File: config.mk
export PLATFORM = sky130hd
export DESIGN_NAME = rgpt_target_ram
export DESIGN_NICKNAME = d
export VERILOG_FILES = /design/src/rtl/core/rgpt_pkg.sv /design/src/rtl/core/rgpt_target_ram.sv
export SDC_FILE = /design/constraint.sdc
export NUM_CORES = 2
export LEC_CHECK = 0
export BUFFER_PORTS_ARGS = -buffer_cell sky130_fd_sc_hd__buf_2
export CAP_MARGIN = 25
export CORE_MARGIN = 3
export CORE_UTILIZATION = 60
export CTS_CLUSTER_SIZE = 12
export DETAILED_ROUTE_END_ITERATION = 10
export GPL_ROUTABILITY_DRIVEN = 0
export HOLD_SLACK_MARGIN = 0.15
export PLACE_DENSITY = 0.76
export SLEW_MARGIN = 20
export SYNTH_ARGS = -nofsm -noshare
export SYNTH_HDL_FRONTEND = slang
export SYNTH_SLANG_ARGS = --single-unit
File: constraint.sdc
create_clock -name clk -period 9.3 [get_ports clk]
set_input_delay 1.395 -clock clk [delete_from_list [all_inputs] [get_ports clk]]
set_output_delay 1.395 -clock clk [all_outputs]
set_load 0.01 [all_outputs]
File: src/rtl/core/rgpt_pkg.sv
`timescale 1ns / 1ps

package rgpt_pkg;

  // Default number of CPUs tracked
  localparam int unsigned DefMaxCpus = 64;

  // Field widths
  localparam int unsigned CpuW   = 6;
  localparam int unsigned CountW = 7;
  localparam int unsigned GenW   = 64;

  // Reset value of the CPU count register
  localparam logic [CountW-1:0] CpuCountRst = CountW'(64);

  // One quiescent report
  typedef struct packed {
    logic [CpuW-1:0] cpu_index;
    logic            next_nonempty;
  } req_t;

  // One result
  typedef struct packed {
    logic            release_batch;
    logic            batch_queued;
    logic [GenW-1:0] global_gen_out;
    logic [GenW-1:0] cpu_target_gen_out;
    logic            period_active;
  } rsp_t;

  // Write port of the target generation store
  typedef struct packed {
    logic            en;
    logic [CpuW-1:0] addr;
    logic [GenW-1:0] data;
  } tgt_wr_t;

endpackage

File: src/rtl/core/rgpt_target_ram.sv
`timescale 1ns / 1ps

module rgpt_target_ram
  import rgpt_pkg::*;
#(
  parameter int unsigned DEPTH = DefMaxCpus
) (
  input  logic            clk,
  input  logic            rd_en,
  input  logic [CpuW-1:0] rd_addr,
  input  tgt_wr_t         wr,
  output logic [GenW-1:0] rd_data
);

  localparam int unsigned AW = (DEPTH > 1) ? $clog2(DEPTH) : 1;

  logic [GenW-1:0] mem [DEPTH];

  // Single write port
  always_ff @(posedge clk) begin
    if (wr.en) begin
      mem[wr.addr[AW-1:0]] <= wr.data;
    end
  end

  // Registered read, write-first on a same-address collision
  always_ff @(posedge clk) begin
    if (rd_en) begin
      if (wr.en && (wr.addr == rd_addr)) begin
        rd_data <= wr.data;
      end else begin
        rd_data <= mem[rd_addr[AW-1:0]];
      end
    end
  end

endmodule

==> summary.md <==
| Metric | Value |
|---|---|
| TritonCTS clock tree | built |
| Final Total Pwr | 0.0375 W |
| Largest family of logic cells by synthesized area | multiplexers |
| PostCTS Resize Cnt | 0 |
| Clk buf depth | 4 |
| YS warnings | 0 |
| Post-synth EDFFs | approximately 4200 |
| Post-CTS setup buffers | 0 |
| Leakage | slightly below 60 nW |
| Mapped Nets | about 8000 |
| Cell Chain, Critical Path | buf_8 -> buf_12 -> and2_4 -> buf_12 -> a22oi_1 -> a21oi_1 -> a211oi_1 -> and3_1 -> a221o_1 |
| Grt ovf | 0 |
| Largest net degree at the start of global routing | 158 |
| # rows | roughly 190 |
| Synth Area in Compound Gates | 0.0439 |
| Yosys reg bits | about 4200 |
| Top-level I/O count | 143 |
| IO Port Bufs | 142 |
| Synth Area in Simple Gates | 0.0158 |
| Mapped Area | 160000 um2 |
| Mux cell area share after synthesis | 0.143 |
| RSZ-0062 raised after global routing | false |
| Vias | 84500 |
| Cells after synthesis | just under 8000 |
| H-tree depth | 5 |
| Die Ht | 522 um |
| CTS sink count | about 4200 |
| MaxCap Viol Count | 0 |
| Area share of fa/ha/maj cells after synthesis | 0 |
| CTS Buf Count | roughly 420 |
| Max IR drop VDD | 0.228 mV |
| Critical-path top delay cell | buf_12 |
| Number of remaining DRC errors | 0 |
| Req. time, crit path | about 10000 ps |
| Share of cells above drive strength 1 | 0.155 |
| Skew final | 73.3 ps |
| Worst setup EP type | flip-flop |
| Area delta synth->final | 11.0% |
| Vias/cell | around 7.1 |
| Placement Setup Slack | about 3800 ps |
| Final min period | ~4600 ps |
| Slew headroom | 0.174 |
| Area of the die | about 270000 um2 |
| Worst Path Arrival | roughly 5400 ps |
| GRT Total Usage | 0.324 |
| Worst min path class | in -> reg |
| Clk Tree Root Cell | clkbuf_16 |
| Mean cell area of the mapped netlist | slightly above 20 um2 |
| F_max | roughly 220 MHz |
| Initial antenna violation count | 29 |
| Core ar. | approximately 260000 um2 |
| DR WL/cell | 37.2 um |
| Die W | 522 um |
| Post-synth ARST share | 0 |
| Status | finished clean |
| CP most frequent cell | buf_12 |
| 1st-pass router iterations | 6 |
| Main synth FF type | edfxtp_1 |
| Total Wirelength | around 440000 um |
| Pwr per Cell Area | ~210 nW/um2 |
| XOR/XNOR Fraction of Synth Area | 0.000329 |
| Final period util | 0.499 |
| Worst setup SP type | input port |
| Final setup margin | ~4700 ps |
| Iteration-0 DRC Markers | ~14000 |
| HPWL Detailed | about 220000 um |
| Crit-path max FO | 157 |
| CP Class | in -> reg |
| Final net count | about 8300 |
| Final slew viol count | 0 |
| Final setup fails | 0 |
| Post-cts hold buffer count | 0 |
| Global-route wire length before repair | approximately 620000 um |
| Post-synthesis cell type count | 34 |
| Worst slew pin tran | 1240 ps |
| Clk_lat worst skew | 1000 ps |
| Register area share after synthesis | 0.782 |
| Antenna viol nets, final | 0 |
| Endpoints failing hold | 0 |
| Vias in the first global route | a little over 80000 |
| Initial Util | 0.606 |
| Crit path largest cell delay | roughly 700 ps |
| Reg clk slew, reported paths | 60 ps |
| Setup TNS | 0 ps |
-- where the power goes --
part	total (W)	switching [W]	leakage (nW)	internal (W)
combinational	0.00186	0.00123	15.4	0.000625
sequential	0.0209	0.0000892	37.5	0.0208
clock	0.0148	0.00650	5.57	0.00825
-- worst max-delay path, delay by kind of cell --
kind	cells	cell delay (ps)
buf+inv	3	1690
simple gates	2	870
compound gates	4	850
-- area by class of cell --
type | instances | area (um2)
flip-flops and latches | 4160 | 125000
fillers | 16200 | 86300
multi-input cells | 3246 | 32900
clock buffers | 521 | 11000
well taps | 3515 | 4400
repair buffers | 373 | 3470
clock inverters | 78 | 454
diodes | 14 | 35.0
-- kinds of logic (layout without fill, tap and decap cells) --
kind of cell / Yosys count / count (layout)
AO/OA/AOI/OAI: 955 / 955
XOR/XNOR: 6 / 6
buffers and inverters: 476 / 972
flip-flops: 4160 / 4160
multiplexers: 1786 / 1786
other: 0 / 14
AND/OR/NAND/NOR: 499 / 499
-- cells in the mapped netlist, drive strengths merged (5+ instances only) --
cell type  count  area share
a211oi        64      0.0030
a21oi        129      0.0040
a221o         62      0.0039
a22oi        695       0.033
and3          62      0.0024
buf          329       0.011
clkbuf       147      0.0035
edfxtp      4160        0.78
mux2i       1391       0.087
mux4         392       0.055
nand2         77      0.0018
nand2b         5     0.00020
nand3        195      0.0061
nand4         64      0.0025
nor2          69      0.0017
nor2b          8     0.00031
nor3           8     0.00025
xnor2          5     0.00027
-- cell usage in the layout, fill, tap and decap left out, types with 65 or more instances in the layout --
cell type / count
a22oi_1: 695
mux4_2: 392
edfxtp_1: 4160
buf_4: 175
nand2_1: 77
nor2_4: 65
buf_2: 126
nand3_1: 195
clkbuf_16: 425
a21oi_1: 129
clkbuf_1: 96
mux2i_1: 1391
-- flip-flops by register name, summed over array words and instances, names as in the netlist --
register / cells
rd_data: 64
mem: 4096
-- layer usage --
layer	share of wire	global-route usage	vias to the layer above
li1	-	-	33300
met1	0.35	0.448	43600
met2	0.47	0.500	6411
met5	0.00021	0	-
met4	0.055	0.152	16
met3	0.13	0.0709	1229
-- worst paths after layout --
path	start	to	slack, ps	depth (start not counted)
setup / recovery	rd_addr[0]	rd_data[8]	4660	9
hold reg to reg	mem[49][25]	rd_data[25]	910	5
setup reg to reg	mem[16][43]	rd_data[43]	6950	4
hold / removal	wr[61]	mem[13][61]	740	1
-- metrics by stage --
step | hold slack [ps] | instances | util | cell area (um2)
3_3_place_gp | 883 | 11300 | 0.625 | 165000
2_1_floorplan | 824 | 7882 | - | 160000
6_report | 743 | 11900 | 0.673 | 177000
3_5_place_dp | 912 | 11300 | 0.627 | 165000
4_1_cts | 903 | 11900 | 0.670 | 177000
5_1_grt | 721 | 11900 | 0.672 | 177000
Power figures use the tool's default switching activity.
