--- src/rtl/core/rgpt_pkg.sv ---
`timescale 1ns / 1ps

package rgpt_pkg;

  // Default number of CPUs tracked
  localparam int unsigned DefMaxCpus = 64;

  // Field widths
  localparam int unsigned CpuW   = 6;
  localparam int unsigned CountW = 7;
  localparam int unsigned GenW   = 64;

  // Reset value of the CPU count register
  localparam logic [CountW-1:0] CpuCountRst = CountW'(64);

  // One quiescent report
  typedef struct packed {
    logic [CpuW-1:0] cpu_index;
    logic            next_nonempty;
  } req_t;

  // One result
  typedef struct packed {
    logic            release_batch;
    logic            batch_queued;
    logic [GenW-1:0] global_gen_out;
    logic [GenW-1:0] cpu_target_gen_out;
    logic            period_active;
  } rsp_t;

  // Write port of the target generation store
  typedef struct packed {
    logic            en;
    logic [CpuW-1:0] addr;
    logic [GenW-1:0] data;
  } tgt_wr_t;

endpackage

--- src/rtl/core/rgpt_core.sv ---
`timescale 1ns / 1ps

module rgpt_core
  import rgpt_pkg::*;
#(
  parameter int unsigned MAX_CPUS = DefMaxCpus
) (
  input  logic              clk,
  input  logic              rst,
  input  logic              step,
  input  logic [CountW-1:0] cpu_count,
  input  req_t              cur_req,
  input  logic [GenW-1:0]   rd_data,
  output rsp_t              result,
  output tgt_wr_t           tgt_wr
);

  // Only the first 64 CPUs can ever be addressed by a report
  localparam int unsigned Depth = (MAX_CPUS < (2 ** CpuW)) ? MAX_CPUS : (2 ** CpuW);
  localparam int unsigned AW    = (Depth > 1) ? $clog2(Depth) : 1;
  // Owed count covers CPUs beyond the addressable range as well
  localparam int unsigned NMax  = (MAX_CPUS < ((2 ** CountW) - 1)) ? MAX_CPUS
                                                                   : ((2 ** CountW) - 1);
  localparam int unsigned CW    = $clog2(NMax + 1);

  logic [Depth-1:0] owed;
  logic [Depth-1:0] pend;
  logic [Depth-1:0] tvalid;
  logic [CW-1:0]    owed_cnt;
  logic [GenW-1:0]  gen;
  logic [GenW-1:0]  hi;

  logic             in_range;
  logic [AW-1:0]    idx;
  int unsigned      n_load;
  logic [CW-1:0]    load_cnt;
  logic [Depth-1:0] load_mask;
  logic             owed_c;
  logic             last;
  logic             start1;
  logic             start3;
  logic [GenW-1:0]  gp1, gp2, gp3, gp4;
  logic [GenW-1:0]  g2;
  logic [GenW-1:0]  tgt_new;
  logic [GenW-1:0]  hi_q;
  logic [GenW-1:0]  tgt_rd;
  logic [CW-1:0]    cnt1;
  logic [CW-1:0]    cnt_next;
  logic [GenW-1:0]  gen_next;
  logic [GenW-1:0]  hi_next;
  logic             rel;
  logic             pend_after;
  logic             queue;
  logic             upd;

  // Mask loaded at period start
  always_comb begin
    n_load   = (32'(cpu_count) > MAX_CPUS) ? MAX_CPUS : 32'(cpu_count);
    load_cnt = CW'(n_load);
    for (int i = 0; i < Depth; i++) begin
      load_mask[i] = (i < n_load);
    end
  end

  // Generation candidates, all off the current register
  assign gp1 = gen + GenW'(1);
  assign gp2 = gen + GenW'(2);
  assign gp3 = gen + GenW'(3);
  assign gp4 = gen + GenW'(4);

  // Step evaluation
  always_comb begin
    in_range = (32'(cur_req.cpu_index) < MAX_CPUS);
    idx      = cur_req.cpu_index[AW-1:0];
    owed_c   = owed[idx];
    last     = owed_c && (owed_cnt == CW'(1));
    // last report with gen+1 <= hi starts a new period
    start1   = last && (gp1 <= hi);

    if (start1) begin
      g2      = gp2;
      tgt_new = gp3;
      hi_q    = gp4;
    end else if (last) begin
      g2      = gp1;
      tgt_new = gp2;
      hi_q    = gp3;
    end else begin
      g2      = gen;
      tgt_new = gp1;
      hi_q    = gp2;
    end

    cnt1       = start1 ? load_cnt : (owed_cnt - CW'(owed_c));
    tgt_rd     = tvalid[idx] ? rd_data : '0;
    rel        = pend[idx] && (g2 > tgt_rd);
    pend_after = pend[idx] && !rel;
    queue      = !pend_after && cur_req.next_nonempty;
    start3     = queue && (cnt1 == '0);

    gen_next = start3 ? tgt_new : g2;
    cnt_next = start3 ? load_cnt : cnt1;
    if (queue) begin
      hi_next = hi_q;
    end else if (start1) begin
      hi_next = gp3;
    end else begin
      hi_next = hi;
    end

    upd = step && in_range;
  end

  // Result of the step
  always_comb begin
    result.release_batch      = in_range && rel;
    result.batch_queued       = in_range && queue;
    result.global_gen_out     = in_range ? gen_next : gen;
    result.cpu_target_gen_out = in_range ? (queue ? tgt_new : tgt_rd) : '0;
    result.period_active      = in_range ? (cnt_next != '0) : (owed_cnt != '0);
  end

  // Target store write
  always_comb begin
    tgt_wr.en   = upd && queue;
    tgt_wr.addr = cur_req.cpu_index;
    tgt_wr.data = tgt_new;
  end

  // Tracker state
  always_ff @(posedge clk) begin
    if (rst) begin
      owed     <= '0;
      pend     <= '0;
      tvalid   <= '0;
      owed_cnt <= '0;
      gen      <= '0;
      hi       <= '0;
    end else if (upd) begin
      gen      <= gen_next;
      hi       <= hi_next;
      owed_cnt <= cnt_next;
      if (start1 || start3) begin
        owed <= load_mask;
      end else if (owed_c) begin
        owed[idx] <= 1'b0;
      end
      pend[idx] <= queue ? 1'b1 : pend_after;
      if (queue) begin
        tvalid[idx] <= 1'b1;
      end
    end
  end

endmodule

--- config.mk ---
export PLATFORM = sky130hd
export DESIGN_NAME = rgpt_core
export DESIGN_NICKNAME = d
export VERILOG_FILES = /design/src/rtl/core/rgpt_pkg.sv /design/src/rtl/core/rgpt_core.sv
export SDC_FILE = /design/constraint.sdc
export NUM_CORES = 2
export LEC_CHECK = 0
export ABC_AREA = 1
export BUFFER_PORTS_ARGS = -buffer_cell sky130_fd_sc_hd__buf_2
export CAP_MARGIN = 20
export CORE_UTILIZATION = 55
export DETAILED_ROUTE_END_ITERATION = 12
export PLACE_DENSITY = 0.75
export SYNTH_ARGS = -nofsm -noshare
export SYNTH_HDL_FRONTEND = slang
export SYNTH_SLANG_ARGS = --single-unit
--- constraint.sdc ---
create_clock -name clk -period 17.8 [get_ports clk]
set_input_delay 3.56 -clock clk [delete_from_list [all_inputs] [get_ports clk]]
set_output_delay 3.56 -clock clk [all_outputs]
set_load 0.05 [all_outputs]
==> results.yml <==
global_route:
  grt_pass1_vias: 29510
  grtUsageTotal: 0.4502
  grt_start_max_net_pins: 194
  grt_first_pass_wirelength_um: 183900
  grt_overflow: 0
  antenna_found_initial: 3
critical_path:
  path_max_fanout: 39
  slowest_stage: "nand2_1"
  worstPathArrival_ps: 12770
  crit_top_cell: "nand2_1"
  startpoint_type: "register"
  worstPathRequired_ps: 14240
  crit_path_end_kind: "primary output"
  worstSetupPathType: "reg -> out"
  critPathMaxStageDelay_ps: 770
yosys:
  synth_nets: 5242
  synthArstFlopShare: 0
  synth_cell_types: 47
  yosys_register_bits: 327
  netlist_area_mm2: 0.02907
  synthCells: 5026
  synth-seq-area-share: 0.2252
  ys_top_cells_by_count: "1473 x nand2_1, 669 x inv_1, 583 x nor2_1"
  synth_top_area_frac: 0.2252
  synth_enable_flop_cells: 0
  synth_area_leader_cell: "dfxtp_1"
  post_synth_main_area_contributors: "dfxtp_1 23%, nand2_1 19%, inv_1 8.6%, nor2_1 7.5%, xor2_1 6.2%"
  yosysMostFrequentCell: "nand2_1"
  syn_avg_cell_area_um2: 5.784
  ys_warn_count: 0
  ys.flop_type: "dfxtp_1"
sta:
  period_minus_slack_ps: 16330
  rsz0062_at_grt: "false"
  min_period_over_period: 0.9175
  max_slew_margin: 0.1585
  setup_tns_ps: 0
  hold_viol: 0
  fin_ws_ps: 1469
  worstMarginPinSlew_ps: 1258
  hold_ws_ps: 463.1
  fin_worst_skew_ps: 48.47
  slew_violations: 0
  max_freq_mhz: 61.23
  setup-violations-final: 0
final_layout:
  drive_gt1_frac: 0.08073
  fin_cells: 5808
  final_nets: 5314
  post-route-util: 0.6138
  diodes: 0
  nFillCells: 5202
  area_delta_synth_final_pct: 9.189
drt:
  drtPass1Iterations: 7
  drt_wl_total_um: 125500
  routed_via_density: 5.936
  postRouteAntennaNets: 0
  wl_per_cell_um: 21.61
  first_iter_violations: 5423
  via_count: 34480
  drc: 0
clock_network:
  htreeDepth: 2
  tritoncts.num_buffers: 40
  cts_hold_buf: 0
  cts-root-buf: "clkbuf_16"
  post-cts-setup-buffers: 0
  cts_resized: 0
  cts_tree: "yes"
  path_clk_slew_ps: 60
  clock_latency_ps: 620
  clock_sinks: 327
  cts_max_path_buffers: 3
placed_design:
  dp_slack_ps: 2640
  routabilityCongestion: 1.111
  hpwlAfterDp_um: 92170
  io_buffers: 282
  dp_cells: 5736
die:
  start_util: 0.5621
  num_rows: 83
  die-area_mm2: 0.05378
  fp.dieW_um: 231.9
  pin_count: 283
  core_area_mm2: 0.05172
  die_h_um: 231.9
power_and_ir_drop:
  netSwitchingPower_mw: 1.054
  combPwrFrac: 0.345
  leakagePower_nw: 15.88
  peakVddDrop_mv: 0.08611
  p_clk_frac: 0.332
  p_seq_frac: 0.322
  power_density_mw_per_mm2: 80.19
  p_sw_frac: 0.4139
  internal-power_mw: 1.492
job:
  drv_cap: 0
hold_path:
  hold_class: "reg -> reg"
outcome:
  status: "complete, no violations"
## worst paths after layout
path / startpoint / to / slack, ps / cells past startpoint
worst min register to register: tvalid[9] / tvalid[9] / 460 / 2
worst max register to register: gen[3] / hi[16] / 4420 / 44
worst max-delay path: gen[3] / result[87] / 1470 / 45
worst min-delay path: tvalid[9] / tvalid[9] / 460 / 2
## sequential cells by signal, summed over array words and instances, names as in the netlist
register  cells
owed_cnt      7
gen          64
tvalid       64
hi           64
pend         64
owed         64
## metrics by stage
step           total power [mW]  instance area, um2
2_1_floorplan             1.469               29070
3_3_place_gp              1.679               30390
3_5_place_dp              1.685               30430
4_1_cts                   2.518               31740
5_1_grt                   2.648               31740
6_report                  2.545               31740
## cell type report
| type | count | area (um2) | share of cell area |
|---|---|---|---|
| clock inverter | 11 | 133.9 | 0.004218 |
| timing repair buffer | 325 | 1797 | 0.05660 |
| tap | 680 | 850.8 | 0.02680 |
| multi-input combinational | 3715 | 18640 | 0.5873 |
| sequential | 327 | 6546 | 0.2062 |
| inverter | 689 | 2591 | 0.08163 |
| clock buffer | 61 | 1180 | 0.03717 |
## power by group through the flow
stage	Combinational, mW	Clock [mW]	Sequential, mW
after floorplan	0.654	0	0.815
after global placement	0.845	0	0.834
after detailed placement	0.852	0	0.834
after CTS	0.855	0.844	0.819
after global routing	0.949	0.874	0.825
final	0.878	0.846	0.821
## critical path: cells and delay by family (launching register included)
kind                     cells  cell delay, ps
AO/OA/AOI/OAI                5            1240
XOR/XNOR                     1             350
adder cells (fa/ha/maj)      3             900
buffers and inverters       11            3450
flip-flops                   1             490
AND/OR/NAND/NOR             25            5570
## routing by layer
layer  vias to the layer above  global-route usage  wire, um
li1                      16170                   -         -
met1                     15660              0.6558     53120
met2                      2358              0.6085     48490
met3                       280              0.1541     19720
met4                         2              0.1408      4150
met5                         -                   0        13
## cell families after synthesis
group,after synthesis,share of synthesized area
adder cells (fa/ha/maj),135,0.05810
AND/OR/NAND/NOR,2345,0.3184
XOR/XNOR,209,0.06297
AO/OA/AOI/OAI,1026,0.2006
buffers and inverters,984,0.1347
flip-flops,327,0.2252
## layout by cell type, fill, tap and decap left out, types with 47 or more instances in the layout
| master | instances |
|---|---|
| nand2_1 | 1469 |
| buf_2 | 280 |
| o221ai_1 | 47 |
| o21ai_0 | 359 |
| xor2_1 | 206 |
| o21ai_1 | 73 |
| nor3_1 | 55 |
| inv_1 | 667 |
| a21oi_1 | 320 |
| nand3_1 | 177 |
| o22ai_1 | 82 |
| nor2_1 | 582 |
| dfxtp_1 | 327 |
| ha_1 | 135 |
Power figures use the tool's default switching activity.
